$ cat src/rtl/pis_pkg.sv
// ----------------------------------------------------------------------------
// pis_pkg
// Shared types and constants of the perturbation island segmenter.
// ----------------------------------------------------------------------------
package pis_pkg;

  localparam int PIS_MAX_CELLS = 65536;

  localparam int POS_W   = 16;
  localparam int DIFF_W  = 17;
  localparam int CLU_W   = 16;
  localparam int GAP_W   = 4;
  localparam int QUIET_W = 5;
  localparam int OC_W    = 2;

  localparam logic [GAP_W-1:0]  GAP_RESET = 4'd3;
  localparam logic [DIFF_W-1:0] DIFF_MAX  = '1;
  localparam logic [CLU_W-1:0]  CLU_MAX   = '1;

  // result kinds
  localparam logic KIND_ISLAND  = 1'b0;
  localparam logic KIND_SUMMARY = 1'b1;

  // outcome codes
  localparam logic [OC_W-1:0] OC_UNKNOWN      = 2'd0;
  localparam logic [OC_W-1:0] OC_ANNIHILATION = 2'd1;
  localparam logic [OC_W-1:0] OC_NEW_PARTS    = 2'd2;
  localparam logic [OC_W-1:0] OC_PASSTHROUGH  = 2'd3;

  // result queue depth, power of two, at least 2
  localparam int RESQ_DEPTH = 4;

  typedef struct packed {
    logic cell_value;
    logic ether_value;
    logic pass_after;
    logic last_cell;
  } pis_item_t;

  typedef struct packed {
    logic              result_kind;
    logic [POS_W-1:0]  island_start;
    logic [POS_W-1:0]  island_end;
    logic [DIFF_W-1:0] diff_total;
    logic [CLU_W-1:0]  cluster_total;
    logic [OC_W-1:0]   outcome;
    logic              last_result;
  } pis_result_t;

  // results produced by one processed item, in order
  typedef struct packed {
    logic [1:0]  cnt;
    pis_result_t r0;
    pis_result_t r1;
  } pis_push_t;

endpackage

$ cat src/rtl/pis_ifs.sv
// ----------------------------------------------------------------------------
// pis_in_if / pis_out_if
// Valid/ready channels of the segmenter: cell pairs in, results out.
// ----------------------------------------------------------------------------
interface pis_in_if;
  logic valid;
  logic ready;
  logic cell_value;
  logic ether_value;
  logic pass_after;
  logic last_cell;

  modport source (output valid, cell_value, ether_value, pass_after, last_cell,
                  input ready);
  modport sink   (input valid, cell_value, ether_value, pass_after, last_cell,
                  output ready);
endinterface

interface pis_out_if;
  logic                       valid;
  logic                       ready;
  logic                       result_kind;
  logic [pis_pkg::POS_W-1:0]  island_start;
  logic [pis_pkg::POS_W-1:0]  island_end;
  logic [pis_pkg::DIFF_W-1:0] diff_total;
  logic [pis_pkg::CLU_W-1:0]  cluster_total;
  logic [pis_pkg::OC_W-1:0]   outcome;
  logic                       last_result;

  modport source (output valid, result_kind, island_start, island_end, diff_total,
                         cluster_total, outcome, last_result,
                  input ready);
  modport sink   (input valid, result_kind, island_start, island_end, diff_total,
                        cluster_total, outcome, last_result,
                  output ready);
endinterface

$ cat src/rtl/perturbation_island_segmenter.sv
// ----------------------------------------------------------------------------
// perturbation_island_segmenter
// Counts differing cells per row pass, groups them into islands and reports
// island records of after passes, pass summaries and the before/after outcome.
// ----------------------------------------------------------------------------
// A cell pair waits in the input register, then its results enter the result queue.
// Throughput: one cell pair per cycle while the queue has room; a cell causing two
//   results (island record plus summary) is absorbed by the 4-entry result queue.
// Input accepted when the input register is free or the queue has room for two.
// Reset (rst_n low, synchronous): counters, island tracker and stored before-pass
//   counts clear, the queue empties and gap_limit returns to 3.
module perturbation_island_segmenter #(
  parameter int MAX_CELLS = pis_pkg::PIS_MAX_CELLS
) (
  input  logic                      clk,
  input  logic                      rst_n,
  input  logic                      cfg_we,
  input  logic [pis_pkg::GAP_W-1:0] cfg_data,
  pis_in_if.sink                    in_bus,
  pis_out_if.source                 out_bus
);
  import pis_pkg::*;

  pis_push_t push;
  logic      room_ok;

  pis_core #(
    .MAX_CELLS (MAX_CELLS)
  ) u_core (
    .clk      (clk),
    .rst_n    (rst_n),
    .cfg_we   (cfg_we),
    .cfg_data (cfg_data),
    .in_bus   (in_bus),
    .room_ok  (room_ok),
    .push     (push)
  );

  pis_resq u_resq (
    .clk     (clk),
    .rst_n   (rst_n),
    .push    (push),
    .room_ok (room_ok),
    .out_bus (out_bus)
  );

endmodule

$ cat src/rtl/pis_core.sv
// ----------------------------------------------------------------------------
// pis_core
// Input register, row state and combinational island/summary evaluation.
// ----------------------------------------------------------------------------
module pis_core #(
  parameter int MAX_CELLS = pis_pkg::PIS_MAX_CELLS
) (
  input  logic                      clk,
  input  logic                      rst_n,
  input  logic                      cfg_we,
  input  logic [pis_pkg::GAP_W-1:0] cfg_data,
  pis_in_if.sink                    in_bus,
  input  logic                      room_ok,
  output pis_pkg::pis_push_t        push
);
  import pis_pkg::*;

  localparam int POS_LIMIT_I = (MAX_CELLS - 1 < 65535) ? MAX_CELLS - 1 : 65535;
  localparam logic [POS_W-1:0] POS_LIMIT = POS_W'(POS_LIMIT_I);

  logic [GAP_W-1:0]   gap_limit_r;
  pis_item_t          item_r;
  logic               item_v_r;
  logic [POS_W-1:0]   position_r,   position_nxt;
  logic [DIFF_W-1:0]  diff_r,       diff_nxt,   diff_upd;
  logic [CLU_W-1:0]   clu_r,        clu_nxt,    clu_upd;
  logic               island_r,     island_nxt, island_upd;
  logic [QUIET_W-1:0] quiet_r,      quiet_nxt,  quiet_upd;
  logic [POS_W-1:0]   first_r,      first_nxt;
  logic [POS_W-1:0]   latest_r,     latest_nxt;
  logic [DIFF_W-1:0]  bdiff_r,      bdiff_nxt;
  logic [CLU_W-1:0]   bclu_r,       bclu_nxt;
  logic               proceed, differs, gap_close, rec_emit;
  logic [OC_W-1:0]    oc;
  pis_result_t        rec, summ;

  assign proceed      = item_v_r && room_ok;
  assign in_bus.ready = !item_v_r || room_ok;

  always_ff @(posedge clk) begin
    if (!rst_n) begin
      gap_limit_r <= GAP_RESET;
    end else if (cfg_we) begin
      gap_limit_r <= cfg_data;
    end
  end

  always_ff @(posedge clk) begin
    if (!rst_n) begin
      item_v_r <= 1'b0;
    end else if (in_bus.valid && in_bus.ready) begin
      item_v_r <= 1'b1;
    end else if (proceed) begin
      item_v_r <= 1'b0;
    end
  end

  always_ff @(posedge clk) begin
    if (in_bus.valid && in_bus.ready) begin
      item_r.cell_value  <= in_bus.cell_value;
      item_r.ether_value <= in_bus.ether_value;
      item_r.pass_after  <= in_bus.pass_after;
      item_r.last_cell   <= in_bus.last_cell;
    end
  end

  assign differs = item_r.cell_value ^ item_r.ether_value;

  // cell update, before any row-end handling
  always_comb begin
    diff_upd   = diff_r;
    clu_upd    = clu_r;
    island_upd = island_r;
    quiet_upd  = quiet_r;
    first_nxt  = first_r;
    latest_nxt = latest_r;
    gap_close  = 1'b0;
    if (differs) begin
      if (diff_r != DIFF_MAX) diff_upd = diff_r + 1'b1;
      if (!island_r) begin
        if (clu_r != CLU_MAX) clu_upd = clu_r + 1'b1;
        first_nxt  = position_r;
        island_upd = 1'b1;
      end
      latest_nxt = position_r;
      quiet_upd  = '0;
    end else if (island_r) begin
      quiet_upd = quiet_r + 1'b1;
      if (quiet_upd > QUIET_W'(gap_limit_r)) begin
        gap_close  = 1'b1;
        island_upd = 1'b0;
        quiet_upd  = '0;
      end
    end
  end

  always_comb begin
    if (bdiff_r == '0 || bclu_r == '0) begin
      oc = OC_UNKNOWN;
    end else if (diff_upd == '0 || clu_upd == '0) begin
      oc = OC_ANNIHILATION;
    end else if (clu_upd > bclu_r) begin
      oc = OC_NEW_PARTS;
    end else if ((bclu_r - clu_upd) <= CLU_W'(1)) begin
      oc = OC_PASSTHROUGH;
    end else begin
      oc = OC_UNKNOWN;
    end
  end

  // at most one island record per cell: a gap close leaves nothing open at row end
  assign rec_emit = item_r.pass_after &&
                    (gap_close || (item_r.last_cell && island_upd));

  always_comb begin
    rec               = '0;
    rec.result_kind   = KIND_ISLAND;
    rec.island_start  = first_nxt;
    rec.island_end    = latest_nxt;
    rec.last_result   = !item_r.last_cell;
    summ              = '0;
    summ.result_kind  = KIND_SUMMARY;
    summ.diff_total   = diff_upd;
    summ.cluster_total = clu_upd;
    summ.outcome      = item_r.pass_after ? oc : OC_UNKNOWN;
    summ.last_result  = 1'b1;
  end

  always_comb begin
    push = '0;
    if (proceed) begin
      push.cnt = {1'b0, rec_emit} + {1'b0, item_r.last_cell};
      push.r0  = rec_emit ? rec : summ;
      push.r1  = summ;
    end
  end

  always_comb begin
    position_nxt = position_r;
    diff_nxt     = diff_upd;
    clu_nxt      = clu_upd;
    island_nxt   = island_upd;
    quiet_nxt    = quiet_upd;
    bdiff_nxt    = bdiff_r;
    bclu_nxt     = bclu_r;
    if (item_r.last_cell) begin
      if (!item_r.pass_after) begin
        bdiff_nxt = diff_upd;
        bclu_nxt  = clu_upd;
      end
      diff_nxt     = '0;
      clu_nxt      = '0;
      island_nxt   = 1'b0;
      quiet_nxt    = '0;
      position_nxt = '0;
    end else if (position_r < POS_LIMIT) begin
      position_nxt = position_r + 1'b1;
    end
  end

  always_ff @(posedge clk) begin
    if (!rst_n) begin
      position_r <= '0;
      diff_r     <= '0;
      clu_r      <= '0;
      island_r   <= 1'b0;
      quiet_r    <= '0;
      first_r    <= '0;
      latest_r   <= '0;
      bdiff_r    <= '0;
      bclu_r     <= '0;
    end else if (proceed) begin
      position_r <= position_nxt;
      diff_r     <= diff_nxt;
      clu_r      <= clu_nxt;
      island_r   <= island_nxt;
      quiet_r    <= quiet_nxt;
      first_r    <= first_nxt;
      latest_r   <= latest_nxt;
      bdiff_r    <= bdiff_nxt;
      bclu_r     <= bclu_nxt;
    end
  end

endmodule

$ cat src/rtl/pis_resq.sv
// ----------------------------------------------------------------------------
// pis_resq
// Small result queue: takes up to two results a cycle, hands out one.
// ----------------------------------------------------------------------------
module pis_resq (
  input  logic               clk,
  input  logic               rst_n,
  input  pis_pkg::pis_push_t push,
  output logic               room_ok,
  pis_out_if.source          out_bus
);
  import pis_pkg::*;

  localparam int PTR_W = $clog2(RESQ_DEPTH);
  localparam int CNT_W = $clog2(RESQ_DEPTH + 1);
  localparam logic [CNT_W-1:0] ROOM_MAX = CNT_W'(RESQ_DEPTH - 2);

  pis_result_t        mem_r [RESQ_DEPTH];
  logic [PTR_W-1:0]   wr_r, wr_nxt, rd_r, rd_nxt, wr_p1;
  logic [CNT_W-1:0]   cnt_r, cnt_nxt;
  logic               pop;
  pis_result_t        head;

  assign head    = mem_r[rd_r];
  assign pop     = out_bus.valid && out_bus.ready;
  assign room_ok = cnt_r <= ROOM_MAX;
  assign wr_p1   = wr_r + 1'b1;

  assign out_bus.valid         = cnt_r != '0;
  assign out_bus.result_kind   = head.result_kind;
  assign out_bus.island_start  = head.island_start;
  assign out_bus.island_end    = head.island_end;
  assign out_bus.diff_total    = head.diff_total;
  assign out_bus.cluster_total = head.cluster_total;
  assign out_bus.outcome       = head.outcome;
  assign out_bus.last_result   = head.last_result;

  always_comb begin
    wr_nxt  = wr_r + PTR_W'(push.cnt);
    rd_nxt  = pop ? rd_r + 1'b1 : rd_r;
    cnt_nxt = cnt_r + CNT_W'(push.cnt) - CNT_W'(pop);
  end

  always_ff @(posedge clk) begin
    if (!rst_n) begin
      wr_r  <= '0;
      rd_r  <= '0;
      cnt_r <= '0;
    end else begin
      wr_r  <= wr_nxt;
      rd_r  <= rd_nxt;
      cnt_r <= cnt_nxt;
    end
  end

  always_ff @(posedge clk) begin
    if (push.cnt != 2'd0) mem_r[wr_r] <= push.r0;
    if (push.cnt == 2'd2) mem_r[wr_p1] <= push.r1;
  end

endmodule

$ cat src/flat_wrapper.sv
// flat-port wrapper written by rule: the top's interface ports become plain ports
module perturbation_island_segmenter_flat import pis_pkg::*;
#(
  parameter int MAX_CELLS = pis_pkg::PIS_MAX_CELLS
)
  (clk, rst_n, cfg_we, cfg_data, in_bus_valid, in_bus_cell_value, in_bus_ether_value, in_bus_pass_after, in_bus_last_cell, in_bus_ready, out_bus_valid, out_bus_result_kind, out_bus_island_start, out_bus_island_end, out_bus_diff_total, out_bus_cluster_total, out_bus_outcome, out_bus_last_result, out_bus_ready);
  pis_in_if in_bus_i ();
  pis_out_if out_bus_i ();
  input  logic clk;
  input  logic rst_n;
  input  logic cfg_we;
  input  logic [pis_pkg::GAP_W-1:0] cfg_data;
  input wire logic [$bits(in_bus_i.valid)-1:0] in_bus_valid;
  input wire logic [$bits(in_bus_i.cell_value)-1:0] in_bus_cell_value;
  input wire logic [$bits(in_bus_i.ether_value)-1:0] in_bus_ether_value;
  input wire logic [$bits(in_bus_i.pass_after)-1:0] in_bus_pass_after;
  input wire logic [$bits(in_bus_i.last_cell)-1:0] in_bus_last_cell;
  output wire logic [$bits(in_bus_i.ready)-1:0] in_bus_ready;
  output wire logic [$bits(out_bus_i.valid)-1:0] out_bus_valid;
  output wire logic [$bits(out_bus_i.result_kind)-1:0] out_bus_result_kind;
  output wire logic [$bits(out_bus_i.island_start)-1:0] out_bus_island_start;
  output wire logic [$bits(out_bus_i.island_end)-1:0] out_bus_island_end;
  output wire logic [$bits(out_bus_i.diff_total)-1:0] out_bus_diff_total;
  output wire logic [$bits(out_bus_i.cluster_total)-1:0] out_bus_cluster_total;
  output wire logic [$bits(out_bus_i.outcome)-1:0] out_bus_outcome;
  output wire logic [$bits(out_bus_i.last_result)-1:0] out_bus_last_result;
  input wire logic [$bits(out_bus_i.ready)-1:0] out_bus_ready;
  assign in_bus_i.valid = in_bus_valid;
  assign in_bus_i.cell_value = in_bus_cell_value;
  assign in_bus_i.ether_value = in_bus_ether_value;
  assign in_bus_i.pass_after = in_bus_pass_after;
  assign in_bus_i.last_cell = in_bus_last_cell;
  assign in_bus_ready = in_bus_i.ready;
  assign out_bus_valid = out_bus_i.valid;
  assign out_bus_result_kind = out_bus_i.result_kind;
  assign out_bus_island_start = out_bus_i.island_start;
  assign out_bus_island_end = out_bus_i.island_end;
  assign out_bus_diff_total = out_bus_i.diff_total;
  assign out_bus_cluster_total = out_bus_i.cluster_total;
  assign out_bus_outcome = out_bus_i.outcome;
  assign out_bus_last_result = out_bus_i.last_result;
  assign out_bus_i.ready = out_bus_ready;
  perturbation_island_segmenter #(.MAX_CELLS(MAX_CELLS)) u_core (.clk(clk), .rst_n(rst_n), .cfg_we(cfg_we), .cfg_data(cfg_data), .in_bus(in_bus_i), .out_bus(out_bus_i));
endmodule
$ cat config.mk
export PLATFORM = sky130hd
export DESIGN_NAME = perturbation_island_segmenter_flat
export DESIGN_NICKNAME = d
export VERILOG_FILES = /design/src/rtl/pis_pkg.sv /design/src/rtl/pis_ifs.sv /design/src/rtl/perturbation_island_segmenter.sv /design/src/rtl/pis_core.sv /design/src/rtl/pis_resq.sv /design/src/flat_wrapper.sv
export SDC_FILE = /design/constraint.sdc
export NUM_CORES = 1
export LEC_CHECK = 0
export BUFFER_PORTS_ARGS = -buffer_cell sky130_fd_sc_hd__buf_2
export CELL_PAD_IN_SITES_DETAIL_PLACEMENT = 1
export CELL_PAD_IN_SITES_GLOBAL_PLACEMENT = 1
export CORE_MARGIN = 5
export CORE_UTILIZATION = 51
export CTS_BUF_LIST = sky130_fd_sc_hd__clkbuf_4
export DETAILED_ROUTE_END_ITERATION = 16
export PLACE_DENSITY_LB_ADDON = 0.05
export SETUP_SLACK_MARGIN = 0.5
export SLEW_MARGIN = 20
export SYNTH_ARGS = -nofsm -noshare
export SYNTH_HDL_FRONTEND = slang
export SYNTH_SLANG_ARGS = --single-unit
export TNS_END_PERCENT = 20
$ cat constraint.sdc
create_clock -name clk -period 5.8 [get_ports clk]
set_input_delay 0.29 -clock clk [delete_from_list [all_inputs] [get_ports clk]]
set_output_delay 0.29 -clock clk [all_outputs]
set_load 0.01 [all_outputs]
==> results of run 1 <==
-- layout make-up --
class	instances	area [µm²]	area share
multi-input cells	1358	8950	0.409
diodes	1	2.50	0.000114
repair buffers	145	928	0.0424
inverters	32	120	0.00548
clock inverters	23	180	0.00822
flip-flops and latches	414	9820	0.448
clock buffers	168	1260	0.0576
well taps	511	639	0.0292
-- repair_timing --
action | in CTS | in global routing
hold endpoints to repair | 29 | 0
hold buffers | 19 | 0
gates resized for setup | 2 | 8
endpoints found under the setup margin | 3 | 8
buffers inserted | 0 | 1
pin swaps | 0 | 1
-- registers in the layout, indices dropped and copies added, names as in the netlist, named ones only --
signal,count
u_core.u_core.first_r,16
u_core.u_core.bdiff_r,17
u_core.u_core.gap_limit_r,4
u_core.u_resq.cnt_r,3
u_core.u_resq.wr_r,2
u_core.u_core.position_r,16
u_core.u_core.diff_r,17
u_core.u_core.latest_r,16
u_core.u_core.quiet_r,5
u_core.u_core.island_r,1
u_core.u_core.bclu_r,16
u_core.u_core.clu_r,16
u_core.u_core.item_v_r,1
u_core.u_resq.mem_r,276
u_core.u_core.item_r,4
u_core.u_resq.rd_r,2
-- worst paths after layout --
check | startpoint | endpoint | slack (ps) | cells past startpoint
worst max-delay path | u_core.u_core.clu_r[2] | u_core.u_resq.mem_r[0][1] | 730 | 15
worst min-delay path | in_bus_last_cell | u_core.u_core.item_r[0] | 190 | 2
worst max register to register | u_core.u_core.clu_r[2] | u_core.u_resq.mem_r[0][1] | 730 | 15
worst min register to register | u_core.u_resq.mem_r[1][38] | u_core.u_resq.mem_r[1][38] | 450 | 2
-- synth_stat cells (28+ instances only) --
| master | count | area share |
|---|---|---|
| a21oi_1 | 40 | 0.010 |
| and2_1 | 35 | 0.011 |
| clkbuf_1 | 119 | 0.023 |
| dfxtp_1 | 262 | 0.27 |
| edfxtp_1 | 152 | 0.24 |
| ha_1 | 29 | 0.019 |
| inv_1 | 32 | 0.0062 |
| mux2i_1 | 28 | 0.015 |
| mux4_2 | 69 | 0.081 |
| nand2_1 | 360 | 0.070 |
| nor2_1 | 146 | 0.028 |
| nor2b_1 | 42 | 0.014 |
| nor3_1 | 65 | 0.017 |
| o211a_1 | 28 | 0.015 |
| o21ai_0 | 184 | 0.048 |
| xor2_1 | 28 | 0.013 |
-- logic make-up after synthesis --
kind of cell | count (synthesis)
buf+inv | 170
xor+xnor | 55
compound gates | 367
simple gates | 791
flops | 414
mux | 114
fa+ha+maj | 31
-- metrics by stage --
step	instances	worst slack, ps	power, W	hold WS, ps	utilization
floorplan	1942	836	0.00415	389	-
global placement	2440	712	0.00461	429	0.539
detailed placement	2440	555	0.00463	441	0.539
CTS	2650	606	0.00730	101	0.583
global route	2652	488	0.00759	155	0.584
finish	2652	731	0.00724	194	0.584
-- power by group --
| part | internal [W] | switching [W] |
|---|---|---|
| Clock | 0.00144 | 0.00121 |
| Combinational | 0.000567 | 0.000831 |
| Sequential | 0.00308 | 0.000107 |
-- metal layers --
metal	track usage	wire length [µm]	vias to the layer above	share of wire
li1	-	-	7198	-
met2	0.470	28400	406	0.48
met1	0.389	26400	7924	0.45
met4	0.0871	1180	4	0.020
met3	0.0546	3310	78	0.056
met5	0	24	-	0.00040
-- cells in the final DEF, fill, tap and decap left out, types with 11 or more instances in the layout --
cell type and n:
nor3_1 63, mux2i_1 28, nand4_1 20, clkbuf_4 168, inv_1 32, mux2_2 17
o211a_1 28, nand2_1 359, dlygate4sd3_1 19, nor4_1 18, mux4_2 69, and2_1 34
dfxtp_1 258, buf_2 83, a22oi_1 11, a21o_1 13, buf_4 43, ha_1 29
edfxtp_1 152, a21oi_1 38, nor2b_1 42, o21ai_0 183, clkinv_1 11, a21boi_0 27
nand3_1 25, nor2_1 145, xnor2_1 24, xor2_1 27, nand2b_1 19, or3_1 18
==> flow_metrics.py, run 1 <==
metrics = {
    "timing": {
        "timing.slew.headroom": 0.253,
        "hold_viol": 0,
        "maxSlewViolCount": 0,
        "setup_viol": 0,
        "rsz0062_at_grt": "false",
        "fin_crit_ps": 5070,
        "tightestPinTransition_ps": 1110,
        "finClkSkew_ps": 58.8,
        "timing.fmax_mhz": 197,
        "timing.setup.tns_ps": 0,
        "period_share": 0.874,
    },
    "synth": {
        "synth.lib_cells_used.distinct": 62,
        "synth_seq_cells": 414,
        "synth-async-reset-ratio": 0,
        "synth-compound-area-share": 0.118,
        "ys_seq_area_frac": 0.509,
        "synth_flop_cell": "dfxtp_1",
        "synth_top_family_by_area": "simple AND/OR/NAND/NOR gates",
        "synth_mux_area_frac": 0.105,
        "synth_fp_nets": 1986,
        "netlist_area_um2": 19300,
        "synth_edf_count": 152,
        "synthAdderAreaFrac": 0.0209,
        "avgSynthCellArea_um2": 9.93,
        "synth_xor_area_frac": 0.0250,
        "synth-simple-area-share": 0.188,
        "synth_cells": 1942,
        "yosys_warnings": 0,
    },
    "detailed_routing": {
        "vias_per_cell": 5.89,
        "drc": 0,
        "vias": 15610,
        "drt_iter0_drc": 969,
        "ant_nets": 0,
        "drtPass1Iterations": 5,
        "wl_per_cell_um": 22.4,
        "wirelength_um": 59300,
    },
    "die": {
        "die_area_um2": 41800,
        "start_util": 0.514,
        "die_w_um": 204,
        "io_pins": 84,
        "fp-row-count": 71,
        "core_area_um2": 37500,
        "die_h_um": 204,
    },
    "cts": {
        "clockBufferDepth": 3,
        "cts_root_buf": "clkbuf_4",
        "cts_inserted_buffers": 106,
        "clock_latency_ps": 820,
        "cts_tree": "done",
        "clkSlewWorstSetupHoldPaths_ps": 70,
        "cts.htree.levels": 3,
        "numClockSinks": 414,
    },
    "final_layout": {
        "layout-drive-gt1-share": 0.200,
        "final_nets": 2101,
        "fillers": 4220,
        "final_area_um2": 21900,
        "area_growth_pct": 13.6,
    },
    "grt": {
        "grt_start_max_net_pins": 91,
        "overflow": 0,
        "grt_antenna_before_repair": 5,
        "grt_usage": 0.286,
        "grt_pass1_wl_um": 93600,
        "grt_pass1_vias": 16539,
    },
    "worst_setup_path": {
        "path_cells": "nand3_1, or3_1, nor3_1, and4_1, xnor2_2, ha_1, a211oi_1, nand2_1, o31ai_1, a21boi_2, xnor2_1, a2111o_1, or4_1, o31a_1, nor3_2",
        "worst_path_max_delay_cell": "dfxtp_1",
        "required_ps": 6430,
        "arrival_ps": 5700,
        "critPathBufInv": 0,
        "cp_max_fo": 10,
        "max_stage_delay_ps": 570,
        "critPathTopFamily": "simple AND/OR/NAND/NOR gates",
        "critPathLaunchType": "flip-flop",
        "crit_path_end_kind": "flip-flop",
        "crit_type": "flip-flop to flip-flop",
    },
    "placement": {
        "dp_hpwl_um": 38700,
        "io_buffer_count": 83,
        "placed_area_um2": 20200,
        "gp_congestion": 0.902,
    },
    "power_and_ir_drop": {
        "vdd_drop_max_mv": 0.378,
        "powerDensity_nw_per_um2": 330,
        "p_leak_nw": 8.30,
    },
    "hold_path": {
        "hold_class": "input port to flip-flop",
    },
    "run_status": {
        "status": "finished, final reports clean",
    },
    "job": {
        "max-cap-violations": 0,
    },
}
Power figures use the tool's default switching activity.
==> run 2: changes to the inputs <==
--- a/config.mk
+++ b/config.mk
@@ -9,7 +9,7 @@
 export CELL_PAD_IN_SITES_DETAIL_PLACEMENT = 1
 export CELL_PAD_IN_SITES_GLOBAL_PLACEMENT = 1
 export CORE_MARGIN = 5
-export CORE_UTILIZATION = 51
+export CORE_UTILIZATION = 46
 export CTS_BUF_LIST = sky130_fd_sc_hd__clkbuf_4
 export DETAILED_ROUTE_END_ITERATION = 16
 export PLACE_DENSITY_LB_ADDON = 0.05
==> constraint.sdc (replaced) <==
create_clock -name clk -period 4.5 [get_ports clk]
set_input_delay 0.225 -clock clk [delete_from_list [all_inputs] [get_ports clk]]
set_output_delay 0.225 -clock clk [all_outputs]
set_load 0.01 [all_outputs]
==> flow_metrics.py, run 2 (synthesized netlist as in run 1, its figures left out) <==
metrics = {
    "timing": {
        "timing.fmax_mhz": 235,
        "maxSlewViolCount": 0,
        "period_share": 0.947,
        "tightestPinTransition_ps": 1060,
        "timing.setup.tns_ps": 0,
        "fin_crit_ps": 4260,
        "hold_viol": 0,
        "timing.slew.headroom": 0.289,
        "rsz0062_at_grt": "true",
        "finClkSkew_ps": 46.8,
        "setup_viol": 0,
    },
    "die": {
        "io_pins": 84,
        "die_h_um": 215,
        "core_area_um2": 41700,
        "fp-row-count": 75,
        "die_area_um2": 46100,
        "start_util": 0.463,
        "die_w_um": 215,
    },
    "detailed_routing": {
        "vias_per_cell": 5.71,
        "wirelength_um": 60100,
        "ant_nets": 0,
        "drtPass1Iterations": 5,
        "wl_met2_um": 28800,
        "wirelength_met1_um": 27500,
        "drc": 0,
        "wl_per_cell_um": 21.9,
        "wl_met3_um": 2700,
        "vias": 15686,
        "routed.top_layer": "met4",
        "drt_iter0_drc": 906,
    },
    "final_layout": {
        "top_regs": "u_core.u_resq.mem_r (276), u_core.u_core.bdiff_r (17), u_core.u_core.diff_r (17)",
        "final_nets": 2173,
        "fillers": 4646,
        "mostFrequentLayoutCell": "nand2_1",
        "layout_common_cells": "356 x nand2_1, 254 x dfxtp_1, 173 x o21ai_0",
        "largest_reg_flops": 276,
        "largest_register": "u_core.u_resq.mem_r",
        "area_growth_pct": 18.8,
        "final_cells": 2746,
        "layout-drive-gt1-share": 0.250,
    },
    "cts": {
        "cts.htree.levels": 3,
        "clock_latency_ps": 840,
        "clkSlewWorstSetupHoldPaths_ps": 60,
        "cts_inserted_buffers": 106,
        "cts_tree": "done",
        "numClockSinks": 414,
        "clockBufferDepth": 3,
        "cts_root_buf": "clkbuf_4",
    },
    "grt": {
        "grt_pass1_wl_um": 94400,
        "grt_antenna_before_repair": 2,
        "grt_usage": 0.257,
        "grt_pass1_vias": 16678,
        "grt_start_max_net_pins": 63,
        "overflow": 0,
    },
    "worst_setup_path": {
        "crit_path_end_kind": "flip-flop",
        "required_ps": 5190,
        "r2r-start": "u_core.u_core.item_r[2]",
        "cp_max_fo": 4,
        "arrival_ps": 4950,
        "critPathLaunchType": "flip-flop",
        "r2r_slack_ps": 240,
        "crit_type": "flip-flop to flip-flop",
        "crit_start": "u_core.u_core.item_r[2]",
    },
    "placement": {
        "gp_congestion": 0.922,
        "dp_hpwl_um": 37800,
        "dp.cells": 2509,
        "io_buffer_count": 83,
    },
    "hold_path": {
        "hold_class": "input port to flip-flop",
        "min_from": "rst_n",
    },
    "power_and_ir_drop": {
        "power.internal_w": 0.00652,
        "power.switching_w": 0.00279,
        "swShare": 0.300,
        "combPwrFrac": 0.206,
        "pwr-share-clk": 0.347,
        "vdd_drop_max_mv": 0.487,
        "powerDensity_nw_per_um2": 407,
        "p_seq_frac": 0.446,
        "p_leak_nw": 8.71,
    },
    "run_status": {
        "status": "finished, final reports clean",
    },
    "job": {
        "max-cap-violations": 0,
    },
}
-- run 2: layout make-up --
cell class / instances / area, µm² / share of cell area
multi-input cells: 1358 / 9300 / 0.406
clock buffers: 164 / 1230 / 0.0538
clock inverters: 20 / 109 / 0.00475
diodes: 2 / 5.00 / 0.000219
flip-flops and latches: 414 / 9830 / 0.429
inverters: 32 / 124 / 0.00541
repair buffers: 217 / 1620 / 0.0708
well taps: 539 / 674 / 0.0295
-- run 2: stage by stage --
stage                     worst slack [ps]  power (W)  hold WS (ps)  instance area [µm²]  utilization
after global routing                  61.3    0.00980          57.7                22900        0.550
final                                  238    0.00931          88.5                22900        0.550
after floorplan                        337    0.00536           324                19500            -
after CTS                              221    0.00940          2.93                22700        0.545
after detailed placement              29.9    0.00603           405                20800        0.500
after global placement                 151    0.00601           409                20800        0.500
-- run 2: power by group through the flow --
stage	clock network, W	registers, W	logic, W
after floorplan	0	0.00408	0.00128
after global placement	0	0.00424	0.00176
after detailed placement	0	0.00425	0.00179
after CTS	0.00334	0.00416	0.00190
after global routing	0.00356	0.00418	0.00207
final	0.00323	0.00416	0.00192
-- run 2: repair_timing --
| action | in CTS | in global routing |
|---|---|---|
| resized for setup | 42 | 26 |
| endpoints found under the hold margin | 18 | 0 |
| buffers inserted | 25 | 8 |
| endpoints found under the setup margin | 170 | 170 |
| cloned | 0 | 1 |
| pin swaps | 28 | 17 |
| hold buffers | 17 | 0 |
-- run 2: critical path: stages, from the launching register on --
cell and delay [ps]:
edfxtp_1 390, buf_4 170, xnor2_4 140, or3_4 370, nor3_4 140, and4_1 250, xnor2_2 140, ha_1 290
a211oi_2 300, nand2_1 130, o31ai_4 240, a21boi_2 210, xnor2_1 70, a2111o_1 330, or4_1 510, o31a_1 310
nor3_2 120
-- run 2: worst paths after layout --
check,to,depth (start not counted)
worst max register to register,u_core.u_resq.mem_r[2][1],16
worst max-delay path,u_core.u_resq.mem_r[2][1],16
worst min register to register,u_core.u_resq.mem_r[3][55],2
worst min-delay path,u_core.u_core.clu_r[3],2
-- run 2: per-layer routing --
layer  vias up  track usage
li1       7331            -
met1      7939        0.357
met2       340        0.416
met3        76       0.0442
met4         0       0.0752
met5         -            0
